[src/mhw_pkg.sv]
// Shared types and constants of the multi-channel heartbeat watchdog.
// No dependencies; every other file of the block refers to this package.
package mhw_pkg;

    localparam int TIME_W  = 48;
    localparam int COUNT_W = 32;
    localparam int KIND_W  = 3;
    localparam int PID_W   = 16;
    localparam int TMO_W   = 32;
    localparam int IVL_W   = 16;
    localparam int REG_W   = 2;
    localparam int DATA_W  = 32;
    localparam int BITES_W = 2;

    typedef enum logic [2:0] {
        CMD_TICK,
        CMD_KICK_KERNEL,
        CMD_KICK_SCHED,
        CMD_KICK_SYSCALL,
        CMD_KICK_IDLE,
        CMD_REPORT,
        CMD_STALL_START,
        CMD_STALL_END
    } t_cmd;

    localparam logic [REG_W-1:0] REG_ENABLE   = 2'd0;
    localparam logic [REG_W-1:0] REG_TIMEOUT  = 2'd1;
    localparam logic [REG_W-1:0] REG_INTERVAL = 2'd2;

    localparam logic [KIND_W-1:0] KIND_NONE  = 3'd0;
    localparam logic [KIND_W-1:0] KIND_SCHED = 3'd1;
    localparam logic [KIND_W-1:0] KIND_IDLE  = 3'd2;

    localparam logic [PID_W-1:0] PID_NONE = 16'hFFFF;
    localparam logic [PID_W-1:0] PID_IDLE = 16'h0000;

    localparam logic [TMO_W-1:0] DEFAULT_TIMEOUT  = 32'd5000;
    localparam logic [IVL_W-1:0] DEFAULT_INTERVAL = 16'd1000;

    typedef struct packed {
        logic             enable;
        logic [TMO_W-1:0] tmo_limit;
        logic [IVL_W-1:0] check_interval_ms;
    } t_cfg;

    typedef struct packed {
        t_cmd                     cmd;
        logic [KIND_W-1:0]        event_kind;
        logic signed [PID_W-1:0]  event_pid;
    } t_item;

    typedef struct packed {
        logic [BITES_W-1:0]       bites;
        logic [COUNT_W-1:0]       evt_total;
        logic [TIME_W-1:0]        evt_time;
        logic [KIND_W-1:0]        evt_kind;
        logic signed [PID_W-1:0]  evt_pid;
        logic [COUNT_W-1:0]       kernel_beats;
        logic [COUNT_W-1:0]       sched_beats;
        logic [COUNT_W-1:0]       syscall_beats;
        logic [COUNT_W-1:0]       idle_beats;
        logic [TIME_W-1:0]        kernel_kick_age;
        logic [TIME_W-1:0]        sched_kick_age;
    } t_result;

endpackage

[src/mhw_intf.sv]
// Channel interfaces of the watchdog: command input, result output, config writes.
// Depends on mhw_pkg for field widths.
interface mhw_in_if;
    logic                               valid;
    logic                               ready;
    logic [2:0]                         cmd;
    logic [mhw_pkg::KIND_W-1:0]         event_kind;
    logic signed [mhw_pkg::PID_W-1:0]   event_pid;

    modport source (output valid, cmd, event_kind, event_pid, input ready);
    modport sink   (input valid, cmd, event_kind, event_pid, output ready);
endinterface

interface mhw_out_if;
    logic                               valid;
    logic                               ready;
    logic [mhw_pkg::BITES_W-1:0]        bites;
    logic [mhw_pkg::COUNT_W-1:0]        evt_total;
    logic [mhw_pkg::TIME_W-1:0]         evt_time;
    logic [mhw_pkg::KIND_W-1:0]         evt_kind;
    logic signed [mhw_pkg::PID_W-1:0]   evt_pid;
    logic [mhw_pkg::COUNT_W-1:0]        kernel_beats;
    logic [mhw_pkg::COUNT_W-1:0]        sched_beats;
    logic [mhw_pkg::COUNT_W-1:0]        syscall_beats;
    logic [mhw_pkg::COUNT_W-1:0]        idle_beats;
    logic [mhw_pkg::TIME_W-1:0]         kernel_kick_age;
    logic [mhw_pkg::TIME_W-1:0]         sched_kick_age;

    modport source (output valid, bites, evt_total, evt_time, evt_kind,
                    evt_pid, kernel_beats, sched_beats, syscall_beats,
                    idle_beats, kernel_kick_age, sched_kick_age, input ready);
    modport sink   (input valid, bites, evt_total, evt_time, evt_kind,
                    evt_pid, kernel_beats, sched_beats, syscall_beats,
                    idle_beats, kernel_kick_age, sched_kick_age, output ready);
endinterface

interface mhw_cfg_if;
    logic                               valid;
    logic                               ready;
    logic [mhw_pkg::REG_W-1:0]          index;
    logic [mhw_pkg::DATA_W-1:0]         data;

    modport source (output valid, index, data, input ready);
    modport sink   (input valid, index, data, output ready);
endinterface

[src/mhw_cfg_regs.sv]
// Configuration register file of the watchdog: enable, timeout, check interval.
// Depends on mhw_pkg and the mhw_cfg_if interface.
module mhw_cfg_regs (
    input  logic            i_clk,
    input  logic            i_rst_n,
    mhw_cfg_if.sink         i_cfg,
    output mhw_pkg::t_cfg   o_cfg
);

    mhw_pkg::t_cfg r_cfg;
    mhw_pkg::t_cfg n_cfg;

    assign i_cfg.ready = 1'b1;
    assign o_cfg       = r_cfg;

    always_comb begin
        n_cfg = r_cfg;
        if (i_cfg.valid) begin
            unique case (i_cfg.index)
                mhw_pkg::REG_ENABLE: begin
                    n_cfg.enable = i_cfg.data[0];
                end
                mhw_pkg::REG_TIMEOUT: begin
                    // zero would bite forever; fall back to the default
                    n_cfg.tmo_limit = (i_cfg.data == '0) ? mhw_pkg::DEFAULT_TIMEOUT
                                                        : i_cfg.data;
                end
                mhw_pkg::REG_INTERVAL: begin
                    n_cfg.check_interval_ms = i_cfg.data[mhw_pkg::IVL_W-1:0];
                end
                default: begin
                    n_cfg = r_cfg;
                end
            endcase
        end
    end

    always_ff @(posedge i_clk) begin
        if (!i_rst_n) begin
            r_cfg.enable            <= 1'b0;
            r_cfg.tmo_limit         <= mhw_pkg::DEFAULT_TIMEOUT;
            r_cfg.check_interval_ms <= mhw_pkg::DEFAULT_INTERVAL;
        end else begin
            r_cfg <= n_cfg;
        end
    end

endmodule

[src/mhw_in_stage.sv]
// Input register of the watchdog: captures one command transaction per cycle while the core keeps taking the held item.
// Depends on mhw_pkg and the mhw_in_if interface.
module mhw_in_stage (
    input  logic            i_clk,
    input  logic            i_rst_n,
    mhw_in_if.sink          i_in,
    input  logic            i_take,
    output logic            o_valid,
    output mhw_pkg::t_item  o_item
);

    logic           r_valid;
    mhw_pkg::t_item r_item;
    logic           w_load;

    // refill in the same cycle the held item moves on
    assign i_in.ready = !r_valid || i_take;
    assign w_load     = i_in.valid && i_in.ready;
    assign o_valid    = r_valid;
    assign o_item     = r_item;

    always_ff @(posedge i_clk) begin
        if (!i_rst_n) begin
            r_valid <= 1'b0;
        end else if (w_load) begin
            r_valid <= 1'b1;
        end else if (i_take) begin
            r_valid <= 1'b0;
        end
    end

    always_ff @(posedge i_clk) begin
        if (w_load) begin
            r_item.cmd        <= mhw_pkg::t_cmd'(i_in.cmd);
            r_item.event_kind <= i_in.event_kind;
            r_item.event_pid  <= i_in.event_pid;
        end
    end

endmodule

[src/mhw_core.sv]
// Watchdog state, per-command update and result register.
// Depends on mhw_pkg and the mhw_out_if interface.
module mhw_core (
    input  logic            i_clk,
    input  logic            i_rst_n,
    input  logic            i_valid,
    input  mhw_pkg::t_item  i_item,
    input  mhw_pkg::t_cfg   i_cfg,
    output logic            o_take,
    mhw_out_if.source       o_out
);

    localparam int TW = mhw_pkg::TIME_W;
    localparam int CW = mhw_pkg::COUNT_W;

    logic [TW-1:0]                  r_clock, r_clock_p1, n_clock, n_clock_p1;
    logic [CW-1:0]                  r_kernel_cnt, n_kernel_cnt;
    logic [CW-1:0]                  r_sched_cnt, n_sched_cnt;
    logic [CW-1:0]                  r_syscall_cnt, n_syscall_cnt;
    logic [CW-1:0]                  r_idle_cnt, n_idle_cnt;
    logic [TW-1:0]                  r_kernel_time, n_kernel_time;
    logic [TW-1:0]                  r_sched_time, n_sched_time;
    logic [TW-1:0]                  r_idle_time, n_idle_time;
    logic [TW-1:0]                  r_check_time, n_check_time;
    logic                           r_stall, n_stall;
    logic                           r_idle_bit, n_idle_bit;
    logic [CW-1:0]                  r_events, n_events;
    logic [TW-1:0]                  r_latest_time, n_latest_time;
    logic [mhw_pkg::KIND_W-1:0]     r_latest_kind, n_latest_kind;
    logic [mhw_pkg::PID_W-1:0]      r_latest_pid, n_latest_pid;
    logic                           r_out_valid;
    mhw_pkg::t_result               r_res, n_res;

    logic                           w_fire;
    logic [TW-1:0]                  w_since_chk, w_sched_age, w_idle_age;
    logic [TW-1:0]                  w_ivl, w_tmo;
    logic                           w_check, w_sched_hit, w_idle_hit, w_report;
    logic [mhw_pkg::BITES_W-1:0]    w_bites;

    assign w_fire = i_valid && (!r_out_valid || o_out.ready);
    assign o_take = w_fire;

    assign w_ivl       = {{(TW - mhw_pkg::IVL_W){1'b0}}, i_cfg.check_interval_ms};
    assign w_tmo       = {{(TW - mhw_pkg::TMO_W){1'b0}}, i_cfg.tmo_limit};
    // a tick checks against the advanced clock
    assign w_since_chk = r_clock_p1 - r_check_time;
    assign w_sched_age = r_clock_p1 - r_sched_time;
    assign w_idle_age  = r_clock_p1 - r_idle_time;

    assign w_check     = (i_item.cmd == mhw_pkg::CMD_TICK) && i_cfg.enable
                         && (w_since_chk >= w_ivl);
    assign w_sched_hit = w_check && (r_sched_cnt != '0) && (w_sched_age > w_tmo);
    assign w_idle_hit  = w_check && (r_idle_cnt != '0) && !r_idle_bit
                         && (w_idle_age > w_tmo);
    assign w_report    = (i_item.cmd == mhw_pkg::CMD_REPORT) && i_cfg.enable;
    assign w_bites     = w_report ? 2'd1
                                  : ({1'b0, w_sched_hit} + {1'b0, w_idle_hit});

    always_comb begin
        n_clock       = r_clock;
        n_clock_p1    = r_clock_p1;
        n_kernel_cnt  = r_kernel_cnt;
        n_sched_cnt   = r_sched_cnt;
        n_syscall_cnt = r_syscall_cnt;
        n_idle_cnt    = r_idle_cnt;
        n_kernel_time = r_kernel_time;
        n_sched_time  = r_sched_time;
        n_idle_time   = r_idle_time;
        n_check_time  = r_check_time;
        n_stall       = r_stall;
        n_idle_bit    = r_idle_bit;
        case (i_item.cmd)
            mhw_pkg::CMD_TICK: begin
                n_clock    = r_clock_p1;
                n_clock_p1 = r_clock_p1 + 1'b1;
                if (w_check) begin
                    n_check_time = r_clock_p1;
                end
                if (w_idle_hit) begin
                    n_idle_bit = 1'b1;
                end
            end
            mhw_pkg::CMD_KICK_KERNEL: begin
                n_kernel_cnt  = r_kernel_cnt + 1'b1;
                n_kernel_time = r_clock;
            end
            mhw_pkg::CMD_KICK_SCHED: begin
                // drop scheduler kicks while a stall is being simulated
                if (!r_stall) begin
                    n_sched_cnt  = r_sched_cnt + 1'b1;
                    n_sched_time = r_clock;
                end
            end
            mhw_pkg::CMD_KICK_SYSCALL: begin
                n_syscall_cnt = r_syscall_cnt + 1'b1;
            end
            mhw_pkg::CMD_KICK_IDLE: begin
                n_idle_cnt  = r_idle_cnt + 1'b1;
                n_idle_time = r_clock;
                n_idle_bit  = 1'b0;
            end
            mhw_pkg::CMD_STALL_START: begin
                if (i_cfg.enable) begin
                    n_sched_time = r_clock;
                    n_stall      = 1'b1;
                    // back-date so the next tick runs the checks if the clock has reached the interval
                    n_check_time = (r_clock > w_ivl) ? (r_clock - w_ivl) : '0;
                end
            end
            mhw_pkg::CMD_STALL_END: begin
                if (r_stall) begin
                    n_stall      = 1'b0;
                    n_sched_time = r_clock;
                    n_sched_cnt  = r_sched_cnt + 1'b1;
                end
            end
            default: begin
                n_clock = r_clock;
            end
        endcase
    end

    always_comb begin
        n_events      = r_events + {{(CW - mhw_pkg::BITES_W){1'b0}}, w_bites};
        n_latest_time = r_latest_time;
        n_latest_kind = r_latest_kind;
        n_latest_pid  = r_latest_pid;
        if (w_bites != '0) begin
            n_latest_time = n_clock;
        end
        // the idle event is logged after the scheduler event and wins
        if (w_idle_hit) begin
            n_latest_kind = mhw_pkg::KIND_IDLE;
            n_latest_pid  = mhw_pkg::PID_IDLE;
        end else if (w_sched_hit) begin
            n_latest_kind = mhw_pkg::KIND_SCHED;
            n_latest_pid  = mhw_pkg::PID_NONE;
        end else if (w_report) begin
            n_latest_kind = i_item.event_kind;
            n_latest_pid  = i_item.event_pid;
        end
    end

    always_comb begin
        n_res.bites           = w_bites;
        n_res.evt_total       = n_events;
        n_res.evt_time        = n_latest_time;
        n_res.evt_kind        = n_latest_kind;
        n_res.evt_pid         = n_latest_pid;
        n_res.kernel_beats    = n_kernel_cnt;
        n_res.sched_beats     = n_sched_cnt;
        n_res.syscall_beats   = n_syscall_cnt;
        n_res.idle_beats      = n_idle_cnt;
        n_res.kernel_kick_age = (n_clock > n_kernel_time) ? (n_clock - n_kernel_time) : '0;
        n_res.sched_kick_age  = (n_clock > n_sched_time) ? (n_clock - n_sched_time) : '0;
    end

    always_ff @(posedge i_clk) begin
        if (!i_rst_n) begin
            r_clock       <= '0;
            r_clock_p1    <= {{(TW - 1){1'b0}}, 1'b1};
            r_kernel_cnt  <= '0;
            r_sched_cnt   <= '0;
            r_syscall_cnt <= '0;
            r_idle_cnt    <= '0;
            r_kernel_time <= '0;
            r_sched_time  <= '0;
            r_idle_time   <= '0;
            r_check_time  <= '0;
            r_stall       <= 1'b0;
            r_idle_bit    <= 1'b0;
            r_events      <= '0;
            r_latest_time <= '0;
            r_latest_kind <= mhw_pkg::KIND_NONE;
            r_latest_pid  <= mhw_pkg::PID_NONE;
        end else if (w_fire) begin
            r_clock       <= n_clock;
            r_clock_p1    <= n_clock_p1;
            r_kernel_cnt  <= n_kernel_cnt;
            r_sched_cnt   <= n_sched_cnt;
            r_syscall_cnt <= n_syscall_cnt;
            r_idle_cnt    <= n_idle_cnt;
            r_kernel_time <= n_kernel_time;
            r_sched_time  <= n_sched_time;
            r_idle_time   <= n_idle_time;
            r_check_time  <= n_check_time;
            r_stall       <= n_stall;
            r_idle_bit    <= n_idle_bit;
            r_events      <= n_events;
            r_latest_time <= n_latest_time;
            r_latest_kind <= n_latest_kind;
            r_latest_pid  <= n_latest_pid;
        end
    end

    always_ff @(posedge i_clk) begin
        if (!i_rst_n) begin
            r_out_valid <= 1'b0;
        end else if (w_fire) begin
            r_out_valid <= 1'b1;
        end else if (o_out.ready) begin
            r_out_valid <= 1'b0;
        end
    end

    always_ff @(posedge i_clk) begin
        if (w_fire) begin
            r_res <= n_res;
        end
    end

    assign o_out.valid           = r_out_valid;
    assign o_out.bites           = r_res.bites;
    assign o_out.evt_total       = r_res.evt_total;
    assign o_out.evt_time        = r_res.evt_time;
    assign o_out.evt_kind        = r_res.evt_kind;
    assign o_out.evt_pid         = r_res.evt_pid;
    assign o_out.kernel_beats    = r_res.kernel_beats;
    assign o_out.sched_beats     = r_res.sched_beats;
    assign o_out.syscall_beats   = r_res.syscall_beats;
    assign o_out.idle_beats      = r_res.idle_beats;
    assign o_out.kernel_kick_age = r_res.kernel_kick_age;
    assign o_out.sched_kick_age  = r_res.sched_kick_age;

    a_clock_p1_tracks: assert property (@(posedge i_clk) disable iff (!i_rst_n)
        r_clock_p1 == r_clock + 1'b1)
        else $error("incremented clock copy out of step");

    a_events_add_bites: assert property (@(posedge i_clk) disable iff (!i_rst_n)
        w_fire |=> r_events == $past(r_events) + {{(CW - mhw_pkg::BITES_W){1'b0}},
                                                  $past(w_bites)})
        else $error("event total does not follow bites");

    a_disabled_no_bite: assert property (@(posedge i_clk) disable iff (!i_rst_n)
        w_fire && !i_cfg.enable |=> r_res.bites == '0)
        else $error("event recorded while disabled");

    a_stall_blocks_kick: assert property (@(posedge i_clk) disable iff (!i_rst_n)
        w_fire && r_stall && (i_item.cmd == mhw_pkg::CMD_KICK_SCHED)
        |=> $stable(r_sched_cnt) && $stable(r_sched_time))
        else $error("scheduler kick taken during stall");

endmodule

[src/multi_heartbeat_watchdog.sv]
// Multi-channel heartbeat watchdog, top level: config registers, input
// register and watchdog core. The block accepts one command per clock as long
// as the result channel takes a result every cycle; each command gives exactly
// one result, registered in the result register of the core after the input
// register. Config writes are taken every cycle and must only happen
// while idle.
// Depends on mhw_pkg, the interfaces in mhw_intf, mhw_cfg_regs, mhw_in_stage
// and mhw_core.
module multi_heartbeat_watchdog (
    input  logic        i_clk,
    input  logic        i_rst_n,
    mhw_in_if.sink      i_in,
    mhw_out_if.source   o_out,
    mhw_cfg_if.sink     i_cfg
);

    mhw_pkg::t_cfg  w_cfg;
    mhw_pkg::t_item w_item;
    logic           w_item_valid;
    logic           w_take;

    mhw_cfg_regs u_cfg (
        .i_clk   (i_clk),
        .i_rst_n (i_rst_n),
        .i_cfg   (i_cfg),
        .o_cfg   (w_cfg)
    );

    mhw_in_stage u_in (
        .i_clk   (i_clk),
        .i_rst_n (i_rst_n),
        .i_in    (i_in),
        .i_take  (w_take),
        .o_valid (w_item_valid),
        .o_item  (w_item)
    );

    mhw_core u_core (
        .i_clk   (i_clk),
        .i_rst_n (i_rst_n),
        .i_valid (w_item_valid),
        .i_item  (w_item),
        .i_cfg   (w_cfg),
        .o_take  (w_take),
        .o_out   (o_out)
    );

endmodule

[src/flat_wrapper.sv]
// flat-port wrapper written by rule: the top's interface ports become plain ports
module multi_heartbeat_watchdog_flat 
  (i_clk, i_rst_n, i_in_valid, i_in_cmd, i_in_event_kind, i_in_event_pid, i_in_ready, o_out_valid, o_out_bites, o_out_evt_total, o_out_evt_time, o_out_evt_kind, o_out_evt_pid, o_out_kernel_beats, o_out_sched_beats, o_out_syscall_beats, o_out_idle_beats, o_out_kernel_kick_age, o_out_sched_kick_age, o_out_ready, i_cfg_valid, i_cfg_index, i_cfg_data, i_cfg_ready);
  mhw_in_if i_in_i ();
  mhw_out_if o_out_i ();
  mhw_cfg_if i_cfg_i ();
  input  logic i_clk;
  input  logic i_rst_n;
  input wire logic [$bits(i_in_i.valid)-1:0] i_in_valid;
  input wire logic [$bits(i_in_i.cmd)-1:0] i_in_cmd;
  input wire logic [$bits(i_in_i.event_kind)-1:0] i_in_event_kind;
  input wire logic [$bits(i_in_i.event_pid)-1:0] i_in_event_pid;
  output wire logic [$bits(i_in_i.ready)-1:0] i_in_ready;
  output wire logic [$bits(o_out_i.valid)-1:0] o_out_valid;
  output wire logic [$bits(o_out_i.bites)-1:0] o_out_bites;
  output wire logic [$bits(o_out_i.evt_total)-1:0] o_out_evt_total;
  output wire logic [$bits(o_out_i.evt_time)-1:0] o_out_evt_time;
  output wire logic [$bits(o_out_i.evt_kind)-1:0] o_out_evt_kind;
  output wire logic [$bits(o_out_i.evt_pid)-1:0] o_out_evt_pid;
  output wire logic [$bits(o_out_i.kernel_beats)-1:0] o_out_kernel_beats;
  output wire logic [$bits(o_out_i.sched_beats)-1:0] o_out_sched_beats;
  output wire logic [$bits(o_out_i.syscall_beats)-1:0] o_out_syscall_beats;
  output wire logic [$bits(o_out_i.idle_beats)-1:0] o_out_idle_beats;
  output wire logic [$bits(o_out_i.kernel_kick_age)-1:0] o_out_kernel_kick_age;
  output wire logic [$bits(o_out_i.sched_kick_age)-1:0] o_out_sched_kick_age;
  input wire logic [$bits(o_out_i.ready)-1:0] o_out_ready;
  input wire logic [$bits(i_cfg_i.valid)-1:0] i_cfg_valid;
  input wire logic [$bits(i_cfg_i.index)-1:0] i_cfg_index;
  input wire logic [$bits(i_cfg_i.data)-1:0] i_cfg_data;
  output wire logic [$bits(i_cfg_i.ready)-1:0] i_cfg_ready;
  assign i_in_i.valid = i_in_valid;
  assign i_in_i.cmd = i_in_cmd;
  assign i_in_i.event_kind = i_in_event_kind;
  assign i_in_i.event_pid = i_in_event_pid;
  assign i_in_ready = i_in_i.ready;
  assign o_out_valid = o_out_i.valid;
  assign o_out_bites = o_out_i.bites;
  assign o_out_evt_total = o_out_i.evt_total;
  assign o_out_evt_time = o_out_i.evt_time;
  assign o_out_evt_kind = o_out_i.evt_kind;
  assign o_out_evt_pid = o_out_i.evt_pid;
  assign o_out_kernel_beats = o_out_i.kernel_beats;
  assign o_out_sched_beats = o_out_i.sched_beats;
  assign o_out_syscall_beats = o_out_i.syscall_beats;
  assign o_out_idle_beats = o_out_i.idle_beats;
  assign o_out_kernel_kick_age = o_out_i.kernel_kick_age;
  assign o_out_sched_kick_age = o_out_i.sched_kick_age;
  assign o_out_i.ready = o_out_ready;
  assign i_cfg_i.valid = i_cfg_valid;
  assign i_cfg_i.index = i_cfg_index;
  assign i_cfg_i.data = i_cfg_data;
  assign i_cfg_ready = i_cfg_i.ready;
  multi_heartbeat_watchdog u_core (.i_clk(i_clk), .i_rst_n(i_rst_n), .i_in(i_in_i), .o_out(o_out_i), .i_cfg(i_cfg_i));
endmodule
[config.mk]
export PLATFORM = sky130hd
export DESIGN_NAME = multi_heartbeat_watchdog_flat
export DESIGN_NICKNAME = d
export VERILOG_FILES = /design/src/mhw_pkg.sv /design/src/mhw_intf.sv /design/src/mhw_cfg_regs.sv /design/src/mhw_in_stage.sv /design/src/mhw_core.sv /design/src/multi_heartbeat_watchdog.sv /design/src/flat_wrapper.sv
export SDC_FILE = /design/constraint.sdc
export NUM_CORES = 2
export LEC_CHECK = 0
export ABC_CLOCK_PERIOD_IN_PS = 39900
export BUFFER_PORTS_ARGS = -buffer_cell sky130_fd_sc_hd__buf_2
export CAP_MARGIN = 20
export CORE_ASPECT_RATIO = 1.4
export CORE_MARGIN = 1.5
export CORE_UTILIZATION = 60
export DETAILED_ROUTE_END_ITERATION = 8
export PLACE_DENSITY = 0.86
export SLEW_MARGIN = 25
export SYNTH_ARGS = -nofsm -noshare
export SYNTH_HDL_FRONTEND = slang
export SYNTH_SLANG_ARGS = --single-unit
[constraint.sdc]
create_clock -name i_clk -period 39.9 [get_ports i_clk]
set_input_delay 7.98 -clock i_clk [delete_from_list [all_inputs] [get_ports i_clk]]
set_output_delay 7.98 -clock i_clk [all_outputs]
set_load 0.005 [all_outputs]
==> flow_summary.toml <==
[placed_design]
dpl.hpwl_mm = 141.8
routabilityCongestion = 1.063
dp_cells = 7837
port_buffers = 387

[floorplanning]
coreArea_um2 = 92320
dieHeight_um = 363.6
ios = 389
initial_core_util = 0.6036
rows = 132
die-width_um = 260.6
die_area_um2 = 94750

[clock_tree]
hold_buffers = 0
cts_resized = 0
clk_latency_ns = 0.74
cts_setup_buffers = 0
cts_tree = "done"
cts.sinks = 915
htree_levels = 3
cts_made_buffers = 89
path_clk_slew_ns = 0.05
cts_root_buf = "clkbuf_16"
clk_path_buf_depth = 3

[power]
p_comb_frac = 0.148
p_sw_mw = 0.6313
ir_worst_vdd_v = 0.00004019
p_leak_nw = 25.96
p_seq_frac = 0.454
swShare = 0.2798
power.internal_mw = 1.625
power_density_nw_per_um2 = 36.57
report.power.total_mw = 2.256
p_clk_frac = 0.398

[logic_synthesis]
syn_avg_cell_area_um2 = 8.549
synth_fp_nets = 6930
synth_edf_count = 347
synth_cells = 6519
yosys_warnings = 0
netlist_area_um2 = 55730
ys_ff_latch = 915
async_reset_ff_frac = 0
synthTopCellsByArea = "dfxtp_1 20%, edfxtp_1 19%, ha_1 7.7%"
yosysTopAreaCell = "dfxtp_1"
synth.top_cell.area_share = 0.2040
synth_cell_types = 99
ys.flop_type = "dfxtp_1"
yosysSeqAreaShare = 0.3910

[drt]
drt_first_pass_iters = 8
vias_per_cell = 6.402
wire_per_inst_um = 23.97
dr_total_vias = 51307
drc = 0
drtAntennaViolNets = 0
routed_wl_mm = 192.1
drt-initial-drc-count = 5425

[setup_path]
cp-end-kind = "primary output"
reg2reg_depth = 39
reg2reg_slack_ns = 27.71
path_class = "in2out"
crit_fanout = 2
reg2reg_from = "u_core.u_core.r_sched_time[2]"
crit_chain = "buf_2 > nor2b_1 > nand2_1 > buf_2"
critPathTopFamily = "buffers and inverters"
reg2reg_to = "u_core.u_core.r_events[28]"
cp.depth = 4
crit_buf_inv = 2
start_kind = "primary input"
worstPathArrival_ns = 8.44
required_ns = 31.92
crit_slowest_cell = "nor2b_1"
max_stage_delay_ns = 0.14
worst_path_most_repeated_cell = "buf_2"

[timing]
fin_setup_tns_ns = 0
timing.final.crit_share = 0.4115
fin_crit_ns = 16.42
hold_viol_final = 0
maxSlewViolCount = 0
setup_violations = 0
clock_skew_ns = 0.07015
fmax_mhz = 60.91
maxSlewHeadroom = 0.2185
holdWs_ns = 0.4515
rsz0062_at_grt = "no"
tightest_slew_ns = 1.172

[global_routing]
track_usage = 0.3975
grt_start_max_net_pins = 205
grt_pass1_wl_mm = 287.2
antenna_found_initial = 12
grt_overflow = 0
grt_pass1_vias = 48985

[layout]
n_fill_cell = 7361
fin_nets = 7134
multi_input_area_um2 = 31410
area_growth_pct = 10.68
register_area_um2 = 21790
stdcell_count = 8014
drive_above_1_share = 0.09957

[worst_hold_path]
holdPathEnd = "u_core.u_core.r_idle_time[21]"
min_from = "u_core.u_core.r_idle_time[21]"
hold_path.class = "reg2reg"
whs_path_depth = 2

[run]
drv_cap = 0

[run_status]
status = "complete, no violations"
-- power by group through the flow --
stage | clock network [mW] | logic [mW] | registers (mW)
after detailed placement | 0 | 0.322 | 1.04
final | 0.898 | 0.334 | 1.02
after floorplan | 0 | 0.213 | 1.05
after global placement | 0 | 0.319 | 1.04
after CTS | 0.899 | 0.326 | 1.02
after global routing | 0.937 | 0.361 | 1.03
-- worst register-to-register path: cells and delay by family (launching register included) --
family          cells  cell delay [ns]
fa+ha+maj           5             1.62
compound gates     12             4.59
xor+xnor            2             0.45
simple gates       16             4.17
buf+inv             4             0.88
flops               1             0.32
-- flip-flops by register name, summed over array words and instances (netlist names), 48 cells and up --
name and cells:
u_core.u_core.o_out.sched_kick_age 48, u_core.u_core.r_latest_time 48, u_core.u_core.r_sched_time 48, u_core.u_core.r_kernel_time 48, u_core.u_core.r_idle_time 48, u_core.u_cfg.o_cfg 49, u_core.u_core.r_clock 48, u_core.u_core.r_check_time 48
u_core.u_core.o_out.evt_time 48, u_core.u_core.o_out.kernel_kick_age 48, u_core.u_core.r_clock_p1 48
-- cell families (layout without fill, tap and decap cells) --
group / after synthesis / count (layout) / share of synthesized area
buffers and inverters: 691 / 971 / 0.04728
muxes: 129 / 129 / 0.02335
xor gates and xnor gates: 525 / 525 / 0.08251
DFF: 915 / 915 / 0.3910
AOI/OAI and AO/OA: 1622 / 1622 / 0.1841
other: 1 / 10 / 0.00006729
adders and majority gates: 350 / 350 / 0.07952
and+or+nand+nor: 2286 / 2286 / 0.1922
-- synth_stat cells, types with 20 or more instances --
master     count
buf_2         20
or3_1         80
ha_1         343
a31oi_1       44
a22oi_1       33
and2_1        36
nand4_1      119
inv_1        335
nor3_1       105
nor2_1       658
and3_1       138
o21ai_0      192
o211ai_1      41
o21bai_1      48
o21a_1        50
nand3_1      141
a2111oi_0     20
mux2i_1      121
xor2_1       284
edfxtp_1     347
a211oi_1     185
buf_1         36
nor2b_1       45
o31ai_1       39
nand2b_1      39
dfxtp_1      568
xnor2_1      241
a21oi_1      669
nor4_1        64
nand2_1      743
clkbuf_1     292
a21o_1       136
-- through the flow --
step	util	setup slack [ns]	area, µm²
2_1_floorplan	-	21.22	55730
3_3_place_gp	0.6340	23.47	58530
3_5_place_dp	0.6340	23.48	58530
4_1_cts	0.6674	23.48	61620
5_1_grt	0.6679	23.40	61660
6_report	0.6681	23.48	61680
-- routing by layer --
layer	vias to the layer above	share of wire	track usage
met1	24393	0.34	0.4077
li1	23665	-	-
met5	-	0.00054	0
met4	16	0.11	0.3814
met3	802	0.069	0.08059
met2	2431	0.48	0.6710
-- final cells by class --
| type | count | area share |
|---|---|---|
| antenna | 9 | 0.0003651 |
| inverter | 337 | 0.02075 |
| sequential | 915 | 0.3533 |
| tap | 1206 | 0.02446 |
| timing repair buffer | 467 | 0.04193 |
| multi-input combinational | 4913 | 0.5093 |
| clock inverter | 42 | 0.009533 |
| clock buffer | 125 | 0.04043 |
-- cells in the final DEF (no fill, tap or decap), types with 119 or more instances in the layout --
master    instances
nand4_1         119
xnor2_1         241
inv_1           334
mux2i_1         121
ha_1            343
nand3_1         140
o21ai_0         192
a21o_1          136
buf_2           387
a21oi_1         669
edfxtp_1        347
nand2_1         742
xor2_1          284
nor2_1          655
dfxtp_1         568
a211oi_1        185
and3_1          137
-- how the worst max path moves through the flow --
stage                                 endpoint   startpoint  slack, ns
6_report                            i_in_ready  o_out_ready      23.48
5_1_grt                             i_in_ready  o_out_ready      23.40
4_1_cts                             i_in_ready  o_out_ready      23.48
3_5_place_dp                        i_in_ready  o_out_ready      23.48
3_3_place_gp                        i_in_ready  o_out_ready      23.47
2_1_floorplan  u_core.u_core.r_kernel_time[38]  o_out_ready      21.22
Note: power is estimated with default switching activity, not from simulation.
